**config.mk**
```make
export PLATFORM = sky130hd
export DESIGN_NAME = toh_ctrl
export DESIGN_NICKNAME = d
export VERILOG_FILES = /design/src/toh_pkg.sv /design/src/toh_ctrl.sv
export SDC_FILE = /design/constraint.sdc
export NUM_CORES = 1
export LEC_CHECK = 0
export BUFFER_PORTS_ARGS = -buffer_cell sky130_fd_sc_hd__buf_2
export CAP_MARGIN = 20
export CORE_MARGIN = 2
export CORE_UTILIZATION = 50
export CTS_BUF_LIST = sky130_fd_sc_hd__clkbuf_4 sky130_fd_sc_hd__clkbuf_8
export DETAILED_ROUTE_END_ITERATION = 16
export GPL_ROUTABILITY_DRIVEN = 0
export GPL_TIMING_DRIVEN = 1
export PLACE_DENSITY = 0.72
export SLEW_MARGIN = 30
export SYNTH_ARGS = -nofsm -noshare
export SYNTH_HDL_FRONTEND = slang
export SYNTH_SLANG_ARGS = --single-unit
```
**constraint.sdc**
```tcl
create_clock -name clock -period 3.05 [get_ports clock]
set_input_delay 0.61 -clock clock [delete_from_list [all_inputs] [get_ports clock]]
set_output_delay 0.61 -clock clock [all_outputs]
set_load 0.01 [all_outputs]
```
**src/toh_pkg.sv**
```systemverilog
// Package for the 2-opt hill climb block: sizes, payload structs, command codes.
// Used by toh_ctrl, toh_dp and two_opt_hill_climb_top.
package toh_pkg;
   localparam int MaxCities = 64;
   localparam int CityBits = 6;
   localparam int DistBits = 16;
   localparam int LenBits = 22;
   localparam int SumBits = 24;
   localparam int CfgBits = 16;
   localparam int CountBits = 7;

   localparam logic [1:0] KIND_DIST = 2'd0;
   localparam logic [1:0] KIND_TOUR = 2'd1;
   localparam logic [1:0] KIND_RUN  = 2'd2;
   localparam logic [1:0] KIND_SKIP = 2'd3;

   localparam logic CSR_CITY_COUNT = 1'b0;
   localparam logic CSR_ITER_LIMIT = 1'b1;

   typedef struct packed {
      logic [1:0]          kind;
      logic [CityBits-1:0] from_city;
      logic [CityBits-1:0] to_city;
      logic [DistBits-1:0] distance;
      logic [CityBits-1:0] tour_position;
      logic [CityBits-1:0] tour_city;
   } req_type;

   typedef struct packed {
      logic [CityBits-1:0] position;
      logic [CityBits-1:0] city;
      logic [LenBits-1:0]  tour_length;
      logic                last;
   } rsp_type;

   // datapath command set
   typedef enum logic [3:0] {
      OP_NONE, OP_LEN_CLR, OP_LEN_RD, OP_LEN_ACC,
      OP_MV_RD, OP_MV_ACC, OP_SWAP_RD, OP_SWAP_WR, OP_OUT
   } op_type;

   typedef struct packed {
      op_type              op;
      logic [CityBits-1:0] a;
      logic [CityBits-1:0] b;
      logic                phase;
      logic                apply;
      logic [CityBits-1:0] n_m1;
   } cmd_type;

   typedef struct packed {
      logic improve;
   } sts_type;
endpackage

```
**src/toh_ctrl.sv**
```systemverilog
// Controller: sequences length measurement, move scan, swaps and output.
// Depends on toh_pkg; commands toh_dp.
module toh_ctrl
   import toh_pkg::*;
(
   input  logic               clock,
   input  logic               reset,
   input  logic               run,
   input  logic [CountBits-1:0] city_count,
   input  logic [CfgBits-1:0] iter_limit,
   input  sts_type            sts,
   output cmd_type            cmd,
   output logic               busy,
   output logic               rsp_valid
);
   typedef enum logic [8:0] {
      S_IDLE = 9'b000000001, S_LEN = 9'b000000010, S_LWAIT = 9'b000000100,
      S_SCAN = 9'b000001000, S_SWAIT = 9'b000010000, S_EVAL = 9'b000100000,
      S_SWRD = 9'b001000000, S_SWWR = 9'b010000000, S_OUT = 9'b100000000
   } state_type;

   state_type state_ff, state_in;
   logic [CityBits-1:0] n_m1_ff, n_m1_in, i_ff, i_in, j_ff, j_in;
   logic [CityBits-1:0] k_ff, k_in, a_ff, a_in, b_ff, b_in, ka, kb;
   logic                ph_ff, ph_in;
   logic [CfgBits-1:0]  mv_ff, mv_in;
   logic [1:0]          w_ff, w_in;
   logic                rsp_valid_ff, rsp_valid_in;
   logic [CountBits-1:0] nc;
   logic [CityBits-1:0] nx;

   assign nc = (city_count == '0) ? CountBits'(1)
             : (city_count > CountBits'(MaxCities)) ? CountBits'(MaxCities) : city_count;
   assign nx = (j_ff == n_m1_ff) ? '0 : j_ff + 1'b1;

   // move terms in k order: k=0: e(i-1,i)/e(i-1,j); k=1: e(j,nx)/e(i,nx);
   // k>=2: fw edge (m-1,m) / rv edge (m,m-1) for m = i+k-1 in (i, j]
   always_comb begin
      ka = '0; kb = '0;
      if (k_ff == '0) begin
         ka = i_ff - 1'b1; kb = ph_ff ? j_ff : i_ff;
      end else if (k_ff == CityBits'(1)) begin
         ka = ph_ff ? i_ff : j_ff; kb = nx;
      end else begin
         ka = ph_ff ? i_ff + k_ff - 1'b1 : i_ff + k_ff - 2'd2;
         kb = ph_ff ? i_ff + k_ff - 2'd2 : i_ff + k_ff - 1'b1;
      end
   end

   always_comb begin
      state_in = state_ff; n_m1_in = n_m1_ff; i_in = i_ff; j_in = j_ff;
      k_in = k_ff; a_in = a_ff; b_in = b_ff; ph_in = ph_ff; mv_in = mv_ff; w_in = w_ff;
      cmd = '0;
      cmd.op = OP_NONE;
      cmd.n_m1 = n_m1_ff;
      rsp_valid_in = 1'b0;
      case (state_ff)
         S_IDLE: begin
            if (run) begin
               n_m1_in = CityBits'(nc - 1'b1);
               k_in = '0; mv_in = '0;
               cmd.op = OP_LEN_CLR;
               state_in = S_LEN;
            end
         end
         S_LEN: begin
            cmd.op = OP_LEN_RD;
            cmd.a = k_ff;
            cmd.b = (k_ff == n_m1_ff) ? '0 : k_ff + 1'b1;
            k_in = k_ff + 1'b1;
            if (k_ff == n_m1_ff) begin
               w_in = 2'd2; state_in = S_LWAIT;
            end
         end
         S_LWAIT: begin
            w_in = w_ff - 1'b1;
            if (w_ff == 2'd1) begin
               // clear the move sums ahead of the first scan
               cmd.op = OP_MV_ACC;
               i_in = CityBits'(1); j_in = CityBits'(2); k_in = '0; ph_in = 1'b0;
               if (n_m1_ff < CityBits'(2) || iter_limit == '0) begin
                  k_in = '0; state_in = S_OUT;
               end else state_in = S_SCAN;
            end
         end
         S_SCAN: begin
            // read one move term per cycle: removed edges, then added edges
            cmd.op = OP_MV_RD;
            cmd.a = ka; cmd.b = kb; cmd.phase = ph_ff;
            k_in = k_ff + 1'b1;
            if (k_ff == j_ff - i_ff + 1'b1) begin
               k_in = '0;
               if (!ph_ff) begin
                  ph_in = 1'b1;
               end else begin
                  w_in = 2'd2; state_in = S_SWAIT;
               end
            end
         end
         S_SWAIT: begin
            w_in = w_ff - 1'b1;
            if (w_ff == 2'd1) state_in = S_EVAL;
         end
         S_EVAL: begin
            if (sts.improve) begin
               cmd.apply = 1'b1;
               a_in = i_ff; b_in = j_ff;
               mv_in = mv_ff + 1'b1;
               state_in = S_SWRD;
            end else begin
               // clear the move sums for the next pair
               cmd.op = OP_MV_ACC;
               k_in = '0; ph_in = 1'b0;
               if (j_ff == n_m1_ff) begin
                  if (i_ff == n_m1_ff - 1'b1) begin
                     k_in = '0; state_in = S_OUT;
                  end else begin
                     i_in = i_ff + 1'b1; j_in = i_ff + 2'd2; state_in = S_SCAN;
                  end
               end else begin
                  j_in = j_ff + 1'b1; state_in = S_SCAN;
               end
            end
         end
         S_SWRD: begin
            if (a_ff < b_ff) begin
               cmd.op = OP_SWAP_RD; cmd.a = a_ff; cmd.b = b_ff;
               state_in = S_SWWR;
            end else begin
               cmd.op = OP_MV_ACC;
               i_in = CityBits'(1); j_in = CityBits'(2); k_in = '0; ph_in = 1'b0;
               if (mv_ff == iter_limit) begin
                  state_in = S_OUT;
               end else state_in = S_SCAN;
            end
         end
         S_SWWR: begin
            cmd.op = OP_SWAP_WR; cmd.a = a_ff; cmd.b = b_ff;
            a_in = a_ff + 1'b1; b_in = b_ff - 1'b1;
            state_in = S_SWRD;
         end
         S_OUT: begin
            cmd.op = OP_OUT; cmd.a = k_ff;
            rsp_valid_in = 1'b1;
            k_in = k_ff + 1'b1;
            if (k_ff == n_m1_ff) state_in = S_IDLE;
         end
         default: state_in = S_IDLE;
      endcase
   end

   assign busy = (state_ff != S_IDLE) || rsp_valid_ff;
   assign rsp_valid = rsp_valid_ff;

   always_ff @(posedge clock) begin
      if (reset) begin
         state_ff <= S_IDLE;
         mv_ff <= '0;
         rsp_valid_ff <= 1'b0;
      end else begin
         state_ff <= state_in;
         mv_ff <= mv_in;
         rsp_valid_ff <= rsp_valid_in;
      end
      n_m1_ff <= n_m1_in; i_ff <= i_in; j_ff <= j_in; k_ff <= k_in;
      a_ff <= a_in; b_ff <= b_in; ph_ff <= ph_in; w_ff <= w_in;
   end

   // check: output stays inside the tour, state is one-hot, scans never pass the limit or an empty segment
   assert property (@(posedge clock) disable iff (reset)
      state_ff == S_OUT |-> k_ff <= n_m1_ff) else $error("output past tour end");
   assert property (@(posedge clock) disable iff (reset)
      $onehot(state_ff)) else $error("state not one-hot");
   assert property (@(posedge clock) disable iff (reset)
      state_ff == S_SCAN |-> mv_ff < iter_limit) else $error("scan beyond limit");
   assert property (@(posedge clock) disable iff (reset)
      state_ff == S_SCAN |-> j_ff > i_ff) else $error("empty segment scanned");
endmodule

```
* Word level (Yosys, flattened, before mapping)
Cells that the tools add are included.
Storage, ports and cells: register bits 65, input port bits 27, output and inout port bits 26, logic and storage cells 154
Cells by class: add/sub/neg operators 16, order comparisons 3, equality and inequality tests 30, mux-type cells 72, reductions and logical operators 22
Operator list (number):
- $mux 6 | 29
- $mux 9 | 13
- $pmux 9 s9 | 1
- $pmux 6 s4 | 2
- $pmux 6 s3 | 2
- $pmux 6 s6 | 1
- $mux 16 | 2
- $pmux 16 s2 | 1
- $pmux 4 s8 | 1
- $add 6x1->6 const B | 5
- $sub 6x1->6 const B | 5
- $eq 6x6->1 | 4
- $ne 2x2->1 const B | 12
- $pmux 6 s2 | 2
- $add 16x1->16 const B | 1
- $eq 16x16->1 | 1
- $logic_not 16->1 | 1
- $reduce_and 5->1 | 3
- $mux 12 | 1
- $eq 9x1->1 const B | 1
- $eq 9x2->1 const B | 1
- $eq 9x3->1 const B | 1
- $eq 9x4->1 const B | 1
- $eq 9x5->1 const B | 1
- other kinds (34) | 51

* Depth between registers and ports, before layout
Gate-level depths: netlist of the first run.
depth in word-level cells 6, depth in mapped cells 12, depth with buffers taken out 12

* Worst setup path before layout of the first run
OpenSTA, ideal clock, no wires.
path type reg-to-output, from register k_ff[0], to output cmd[16] (netlist name), arrival time 2569 ps, data required time 2440 ps, path slack -129 ps, stages on the path, launching flop included 10, buffers on the path 0, cell sequence edfxtp_1 > ha_1 > fa_1 > xor2_1 > inv_1 > ha_1 > mux4_2 > nand2_1 > o21ai_0 > o21ai_0
RTL lines:
- start: declaration | line toh_ctrl.sv:24 | logic [CityBits-1:0] k_ff, k_in, a_ff, a_in, b_ff, b_in, ka, kb;
- start signal: assignment | line toh_ctrl.sv:165 | n_m1_ff <= n_m1_in; i_ff <= i_in; j_ff <= j_in; k_ff <= k_in;
- end: declaration | line toh_ctrl.sv:12 | output cmd_type cmd,

==> impl_metrics.json, run 1 <==
{
  "cts_root_buffer": "clkbuf_8",
  "routed_via_density": 5.99,
  "ys_types": 66,
  "fin_util_pct": 64.4,
  "dp_hpwl_um": 12700,
  "slew_headroom_pct": 40.5,
  "design.core.area_um2": 10900,
  "outcome": "finished with violations",
  "clkTransAtPathRegs_ps": 80,
  "cts.sinks": 65,
  "powerDensity_nw_per_um2": 451,
  "period_minus_slack_ps": 3370,
  "die_x_um": 110,
  "final_common_cell": "buf_4",
  "holdCritPathClass": "reg2reg",
  "fillers": 916,
  "ys_seq_elements": 65,
  "route.vias.total": 5590,
  "setup_ws_ps": -323,
  "syn_area_um2": 5640,
  "worstPathRequired_ps": 2440,
  "postSynthAreaPerCell_um2": 8.23,
  "grt_max_degree": 27,
  "tightestPinTransition_ps": 892,
  "syn-num-nets": 751,
  "grt_pass1_vias": 5193,
  "layout-drive-gt1-share_pct": 26.7,
  "cp_slowest_cell": "fa_2",
  "drc": 0,
  "timing.final.crit_share_pct": 111,
  "wl_um": 17100,
  "leakagePower_nw": 2.91,
  "cts-htree-levels": 3,
  "ir_worst_vdd_v": 0.000304,
  "start_util_pct": 51.6,
  "crit_fanout": 3,
  "crit_type": "reg2out",
  "grt.total_usage_pct": 28.2,
  "max_freq_mhz": 296,
  "ys.flop_type": "edfxtp_1",
  "syn2layout_area_growth_pct": 24.9,
  "diodes": 0,
  "grt_pass1_wl_um": 26000,
  "grt_overflow": 0,
  "yosys_warnings": 0,
  "setup_viol": 10,
  "ant_nets": 0,
  "die_height_um": 110,
  "cts_hold_buffers": 0,
  "layout_common_cells": "buf_4, nor2_1, xnor2_1",
  "fp-row-count": 38,
  "violations": "negative setup slack",
  "hold_viol": 0,
  "seq_area_frac_synth_pct": 30.0,
  "fin_skew_ps": 15.7,
  "arrival_ps": 2760,
  "pin_count": 53,
  "antenna_found_initial": 0,
  "slowest_delay_ps": 540,
  "end_kind": "output port",
  "ctsLongestPathBuffers": 2,
  "path_common_cell": "o21ai_1",
  "power_mw": 3.18,
  "cts_buffers": 9,
  "cap_violations": 0,
  "rsz0062_at_grt": "true",
  "worstSkewPairLatency_ps": 370,
  "slew_viol_final": 0,
  "routedWlPerCell_um": 18.3,
  "dr.pass1.iters": 6,
  "port_buffers": 52,
  "worst_setup_path_start_kind": "register",
  "cts_tree": "built",
  "dr.first_iter.drc_count": 489,
  "syn_inst": 685,
  "synth-edff-count": 39,
  "async_flop_share_pct": 0,
  "worst-path-buf-inv": 2,
  "cp_top_family": "adder cells",
  "path_cells": "ha_2 > fa_2 > inv_2 > ha_4 > xnor2_2 > mux4_2 > nand2_1 > o21ai_1 > o21ai_1 > buf_2",
  "dieArea_um2": 12100,
  "nets": 855
}
worst reg2reg max path: stages, from the launching register on:
cell and delay, ps:
edfxtp_1 360, buf_4 240, inv_1 160, ha_1 230
ha_1 210, fa_1 480, xnor2_2 220, nand4_1 140
nor2b_2 220, a31oi_2 170, buf_4 190, nor4_1 270
cells in the mapped netlist (3+ instances only):
| master | count | area share, % |
|---|---|---|
| nand2_1 | 58 | 3.9 |
| a211oi_1 | 7 | 0.93 |
| nor2_1 | 77 | 5.1 |
| or3_1 | 4 | 0.44 |
| a211o_1 | 3 | 0.47 |
| xor2_1 | 37 | 5.7 |
| clkbuf_1 | 32 | 2.1 |
| inv_1 | 34 | 2.3 |
| ha_1 | 37 | 8.2 |
| nor4_1 | 15 | 1.7 |
| a31oi_1 | 5 | 0.55 |
| a21o_1 | 4 | 0.53 |
| nor3b_1 | 3 | 0.40 |
| o21ai_0 | 36 | 3.2 |
| and3_1 | 10 | 1.1 |
| nor3_1 | 13 | 1.2 |
| nand2b_1 | 9 | 1.0 |
| nand3_1 | 36 | 3.2 |
| a21oi_1 | 39 | 3.5 |
| mux2_2 | 3 | 0.60 |
| o211a_1 | 3 | 0.53 |
| o31ai_1 | 5 | 0.67 |
| o221ai_1 | 3 | 0.47 |
| mux2i_1 | 6 | 1.1 |
| edfxtp_1 | 39 | 21 |
| or4_1 | 3 | 0.40 |
| dfxtp_1 | 26 | 9.2 |
| nand4_1 | 13 | 1.4 |
| and2_1 | 6 | 0.67 |
| xnor2_1 | 64 | 9.9 |
| o211ai_1 | 7 | 0.93 |
area by class of cell:
| type | instances | area [µm²] | area share [%] |
|---|---|---|---|
| multi-input combinational | 547 | 3960 | 56.2 |
| clock inverter | 7 | 93.8 | 1.33 |
| inverter | 35 | 131 | 1.86 |
| sequential | 65 | 1690 | 24.0 |
| tap | 140 | 175 | 2.49 |
| clock buffer | 9 | 124 | 1.76 |
| timing repair buffer | 131 | 873 | 12.4 |
sequential cells by signal (all words and copies together) (netlist names):
name	count
rsp_valid	1
b_ff	6
w_ff	2
ph_ff	1
j_ff	6
a_ff	6
state_ff	9
n_m1_ff	6
i_ff	6
k_ff	6
mv_ff	16
report_power, final:
part           leakage [nW]  switching, mW  internal, mW
sequential            0.549         0.0476         0.970
combinational          2.25          0.709         0.616
clock                 0.109          0.375         0.460
total                  2.91           1.13          2.05
metal layers:
layer	vias to the layer above	GRT usage (%)	wire length (µm)
met5	-	0	0
met4	0	14.5	729
met3	70	5.17	1480
met2	284	45.4	7920
met1	2605	36.1	6990
li1	2631	-	-
final timing paths:
kind,to,from,slack [ps],depth (start not counted)
max reg2reg,state_ff[5],i_ff[0],90,11
max,cmd[16],k_ff[0],-320,10
min reg2reg,mv_ff[1],mv_ff[1],520,2
min,mv_ff[1],mv_ff[1],520,2
through the flow:
step / TNS [ps] / instances / setup WS [ps] / hold WS (ps) / instance area, µm²
6_report: -1560 / 934 / -323 / 522 / 7050
5_1_grt: -2600 / 934 / -418 / 564 / 7050
4_1_cts: -1530 / 921 / -302 / 521 / 6770
3_5_place_dp: -119 / 901 / -69.8 / 505 / 6390
3_3_place_gp: -51.2 / 901 / -30.9 / 485 / 6390
2_1_floorplan: 0 / 685 / 7.58 / 469 / 5650
cell families (layout without fill, tap and decap cells):
| group | Yosys count | in the layout | share of synthesized area [%] |
|---|---|---|---|
| AOI/OAI and AO/OA | 133 | 134 | 15.1 |
| buffers and inverters | 74 | 182 | 5.26 |
| and+or+nand+nor | 263 | 263 | 23.0 |
| muxes | 10 | 10 | 2.06 |
| adders and majority gates | 39 | 39 | 8.92 |
| xor gates and xnor gates | 101 | 101 | 15.7 |
| DFF | 65 | 65 | 30.0 |
what timing repair did:
item                                    in CTS  in global routing
setup buffers                                4                 14
gates cloned                                 1                  0
pin swaps                                   23                 18
endpoints found under the setup margin      14                 19
resized for setup                           39                 39
No activity file was read; power rests on OpenSTA's default activity.
==> run 2, diff against run 1 <==
- CORE_MARGIN: 2 -> default
- HOLD_SLACK_MARGIN: default -> 0.02
==> impl_metrics.json, run 2 (synthesis gave the netlist of run 1 again) <==
{
  "top_regs": "mv_ff (16), state_ff (9)",
  "grt_overflow": 0,
  "worstSkewPairLatency_ps": 350,
  "fin_skew_ps": 14.3,
  "cts_buffers": 9,
  "design.core.area_um2": 10900,
  "min-delay-start": "mv_ff[1]",
  "die_height_um": 108,
  "r2r_cells": 11,
  "grt.total_usage_pct": 30.4,
  "hold_viol": 0,
  "max_freq_mhz": 299,
  "drc": 0,
  "end_kind": "output port",
  "antenna_found_initial": 0,
  "route.vias.total": 5687,
  "dr.first_iter.drc_count": 488,
  "grt_pass1_wl_um": 27200,
  "fp-row-count": 38,
  "path_cells": "ha_2 > fa_2 > inv_2 > ha_4 > xnor2_2 > mux4_2 > nand2_1 > o21ai_1 > o21ai_1 > buf_2",
  "hold_depth": 2,
  "ctsLongestPathBuffers": 2,
  "worst_setup_path_start_kind": "register",
  "holdCritPathClass": "reg2reg",
  "min_to": "mv_ff[1]",
  "period_minus_slack_ps": 3340,
  "tns_ps": -1820,
  "fin_area_um2": 6970,
  "routedWlPerCell_um": 18.5,
  "violations": "negative setup slack",
  "grt_pass1_vias": 5491,
  "slew_viol_final": 0,
  "arrival_ps": 2730,
  "reg2reg_to": "w_ff[0]",
  "dp_hpwl_um": 12800,
  "path_common_cell": "o21ai_1",
  "crit_fanout": 3,
  "multiInputGateArea_um2": 3880,
  "setup_viol": 9,
  "rsz0062_at_grt": "true",
  "dr.pass1.iters": 7,
  "powerDensity_nw_per_um2": 438,
  "diodes": 0,
  "outcome": "finished with violations",
  "cap_violations": 0,
  "final_common_cell": "buf_4",
  "nets": 860,
  "ant_nets": 0,
  "pin_count": 53,
  "ir_worst_vdd_v": 0.000362,
  "start_util_pct": 51.6,
  "cts_hold_buffers": 0,
  "power_mw": 3.05,
  "fillers": 936,
  "die_x_um": 108,
  "seq_area_um2": 1690,
  "leakagePower_nw": 2.90,
  "cts_root_buffer": "clkbuf_8",
  "layout-drive-gt1-share_pct": 26.5,
  "fin_util_pct": 63.7,
  "grt_max_degree": 27,
  "largest_register": "mv_ff",
  "cp_slowest_cell": "fa_2",
  "timing.final.crit_share_pct": 109,
  "clkTransAtPathRegs_ps": 70,
  "syn2layout_area_growth_pct": 23.6,
  "largest_register_ffs": 16,
  "cts_tree": "built",
  "tightestPinTransition_ps": 826,
  "dieArea_um2": 11700,
  "r2r_slack_ps": 50,
  "cts-htree-levels": 3,
  "r2r-start": "i_ff[1]",
  "routed_via_density": 6.06,
  "postPlaceCellArea_um2": 6390,
  "slew_headroom_pct": 44.9,
  "layout_common_cells": "buf_4, nor2_1, xnor2_1",
  "crit_type": "reg2out",
  "setup_ws_ps": -289,
  "wl_um": 17400,
  "worstPathRequired_ps": 2440,
  "cts.sinks": 65,
  "slowest_delay_ps": 540,
  "port_buffers": 52
}
-- run 2: report_power, final --
group	leakage [nW]	internal, mW	switching (mW)
clock	0.104	0.395	0.353
sequential	0.549	0.970	0.0522
combinational	2.24	0.593	0.691
-- run 2: metal layers --
layer | routed length [µm] | up-vias | track usage, %
met2 | 8130 | 296 | 50.6
met5 | 0 | - | 0
li1 | - | 2641 | -
met4 | 518 | 0 | 11.9
met3 | 1590 | 54 | 6.09
met1 | 7110 | 2696 | 38.5
-- run 2: layout make-up --
class	count	share of cell area (%)
clock buffer	11	1.99
clock inverter	5	0.790
inverter	35	1.88
multi-input combinational	547	55.7
sequential	65	24.3
tap	140	2.51
timing repair buffer	136	12.9
-- run 2: how the worst max path moves through the flow --
stage / startpoint / end / slack, ps / cells past startpoint
after floorplan: k_ff[0] / cmd[16] / 8 / 9
after global placement: i_ff[0] / cmd[16] / -20 / 10
after detailed placement: i_ff[0] / cmd[16] / -70 / 10
after CTS: k_ff[0] / cmd[16] / -310 / 10
after global routing: k_ff[0] / cmd[12] / -440 / 11
final: k_ff[0] / cmd[16] / -290 / 10
-- run 2: metrics by stage --
step	instances	hold slack, ps	setup WS [ps]
detailed placement	901	509	-65.8
global route	939	556	-440
floorplan	685	469	7.58
CTS	921	525	-306
finish	939	527	-289
global placement	901	502	-16.2
-- run 2: worst max-delay path, delay by kind of cell, from the launching register on --
family	cells	cell delay (ps)
buffers and inverters	2	200
adder cells (fa/ha/maj)	3	920
AND/OR/NAND/NOR	1	70
AO/OA/AOI/OAI	2	180
flip-flops	1	400
XOR/XNOR	1	130
multiplexers	1	470
-- run 2: repair_timing --
action | in CTS | in global routing
setup endpoints to repair | 13 | 24
pin swaps | 22 | 19
buffers inserted | 3 | 18
gates cloned | 1 | 0
resized for setup | 35 | 28
==> run 3, diff against run 2 <==
- clock period: 3.05 -> 2.9 ns (I/O delays scaled with it)
==> impl_metrics.json, run 3 (synthesis gave the netlist of run 1 again) <==
{
  "outcome": "finished with violations",
  "violations": "negative setup slack",
  "final_common_cell": "buf_4",
  "cts-htree-levels": 3,
  "powerDensity_nw_per_um2": 461,
  "arrival_ps": 2800,
  "crit_type": "reg2out",
  "wl_um": 17800,
  "routed_via_density": 5.99,
  "worstPathRequired_ps": 2320,
  "clkTransAtPathRegs_ps": 80,
  "r2r-start": "i_ff[1]",
  "pin_count": 53,
  "dp_worst_setup_slack_ps": -166,
  "cap_violations": 0,
  "cts.sinks": 65,
  "antenna_found_initial": 0,
  "max_freq_mhz": 296,
  "layout-drive-gt1-share_pct": 29.8,
  "end_kind": "output port",
  "nets": 882,
  "cts_root_buffer": "clkbuf_8",
  "worst_setup_path_start_kind": "register",
  "slew_viol_final": 0,
  "top_regs": "mv_ff (16), state_ff (9)",
  "dp_hpwl_um": 13100,
  "grt_pass1_wl_um": 27500,
  "grt.total_usage_pct": 31.1,
  "dr.first_iter.drc_count": 401,
  "layout_common_cells": "buf_4, nor2_1, xnor2_1",
  "diodes": 0,
  "rsz0062_at_grt": "true",
  "drc": 0,
  "grt_max_degree": 27,
  "timing.final.crit_share_pct": 117,
  "min-delay-start": "city_count[6]",
  "fp-row-count": 38,
  "grt_overflow": 0,
  "ir_worst_vdd_v": 0.000373,
  "dieArea_um2": 11700,
  "holdCritPathClass": "in2reg",
  "routedWlPerCell_um": 18.5,
  "setup_viol": 13,
  "design.core.area_um2": 10900,
  "setup_ws_ps": -483,
  "fin_util_pct": 66.6,
  "syn2layout_area_growth_pct": 29.2,
  "fin_skew_ps": 12.8,
  "start_util_pct": 51.6,
  "cts_tree": "built",
  "power_mw": 3.36,
  "fillers": 892,
  "die_x_um": 108,
  "grt_pass1_vias": 5486,
  "route.vias.total": 5756,
  "port_buffers": 52,
  "hold_viol": 0,
  "crit_fanout": 3,
  "cp-startpoint": "i_ff[1]",
  "ant_nets": 0,
  "largest_register": "mv_ff",
  "period_minus_slack_ps": 3380,
  "leakagePower_nw": 3.04,
  "slew_headroom_pct": 59.9,
  "largest_register_ffs": 16,
  "worstSkewPairLatency_ps": 370,
  "die_height_um": 108,
  "ctsLongestPathBuffers": 2,
  "tightestPinTransition_ps": 596,
  "cts_buffers": 9,
  "dr.pass1.iters": 5
}
[run 3: changes by cell type in the layout (fill, tap and decap cells not counted), sizes merged]
| cell | delta |
|---|---|
| buf | +22 |
| clkbuf | -2 |
| clkinvlp | +2 |
[run 3: routing by layer]
metal | wire, µm | GRT usage (%) | up-vias | share of wire, %
li1 | - | - | 2687 | -
met1 | 7150 | 38.9 | 2717 | 40
met2 | 8340 | 50.6 | 285 | 47
met3 | 1450 | 5.79 | 67 | 8.2
met4 | 831 | 16.6 | 0 | 4.7
met5 | 0 | 0 | - | 0
[run 3: cell type report]
type / count / area, µm² / area share, %
flip-flops and latches: 65 / 1690 / 23.2
inverters: 35 / 131 / 1.80
clock buffers: 9 / 124 / 1.70
multi-input cells: 547 / 4000 / 54.8
clock inverters: 7 / 70.1 / 0.962
well taps: 140 / 175 / 2.40
repair buffers: 158 / 1100 / 15.1
[run 3: path summary, 6_finish.rpt]
check / cells after the start / slack [ps] / endpoint
worst min register to register: 2 / 520 / mv_ff[1]
worst max-delay path: 10 / -480 / cmd[16]
worst max register to register: 12 / 80 / k_ff[2]
worst min-delay path: 2 / 520 / n_m1_ff[3]
[run 3: worst max-delay path, cell delays in order (launching register included)]
cell and delay (ps):
edfxtp_1 430, buf_6 150, fa_2 590, inv_2 70, ha_4 170, xnor2_2 140, mux4_2 480, nand2_1 80
o21ai_1 50, o21ai_1 140, buf_2 150
[run 3: stage by stage]
| step | instances | setup TNS (ps) | cell area, µm² | hold WS [ps] |
|---|---|---|---|---|
| after floorplan | 685 | -40.0 | 5660 | 469 |
| after global placement | 916 | -79.7 | 6530 | 486 |
| after detailed placement | 916 | -438 | 6530 | 510 |
| after CTS | 954 | -2870 | 7090 | 513 |
| after global routing | 961 | -4490 | 7290 | 543 |
| final | 961 | -3200 | 7290 | 521 |
[run 3: where the power goes]
| part | switching, mW | internal [mW] | total (mW) |
|---|---|---|---|
| Clock | 0.400 | 0.395 | 0.795 |
| Combinational | 0.792 | 0.708 | 1.50 |
| Sequential | 0.0436 | 1.02 | 1.06 |
| Total | 1.24 | 2.12 | 3.36 |
[run 3: what timing repair did]
item	4_1_cts	5_1_grt
resized for setup	56	29
setup endpoints to repair	15	29
gates cloned	1	0
hold buffers	0	0
buffers inserted	21	9
pin swaps	16	21
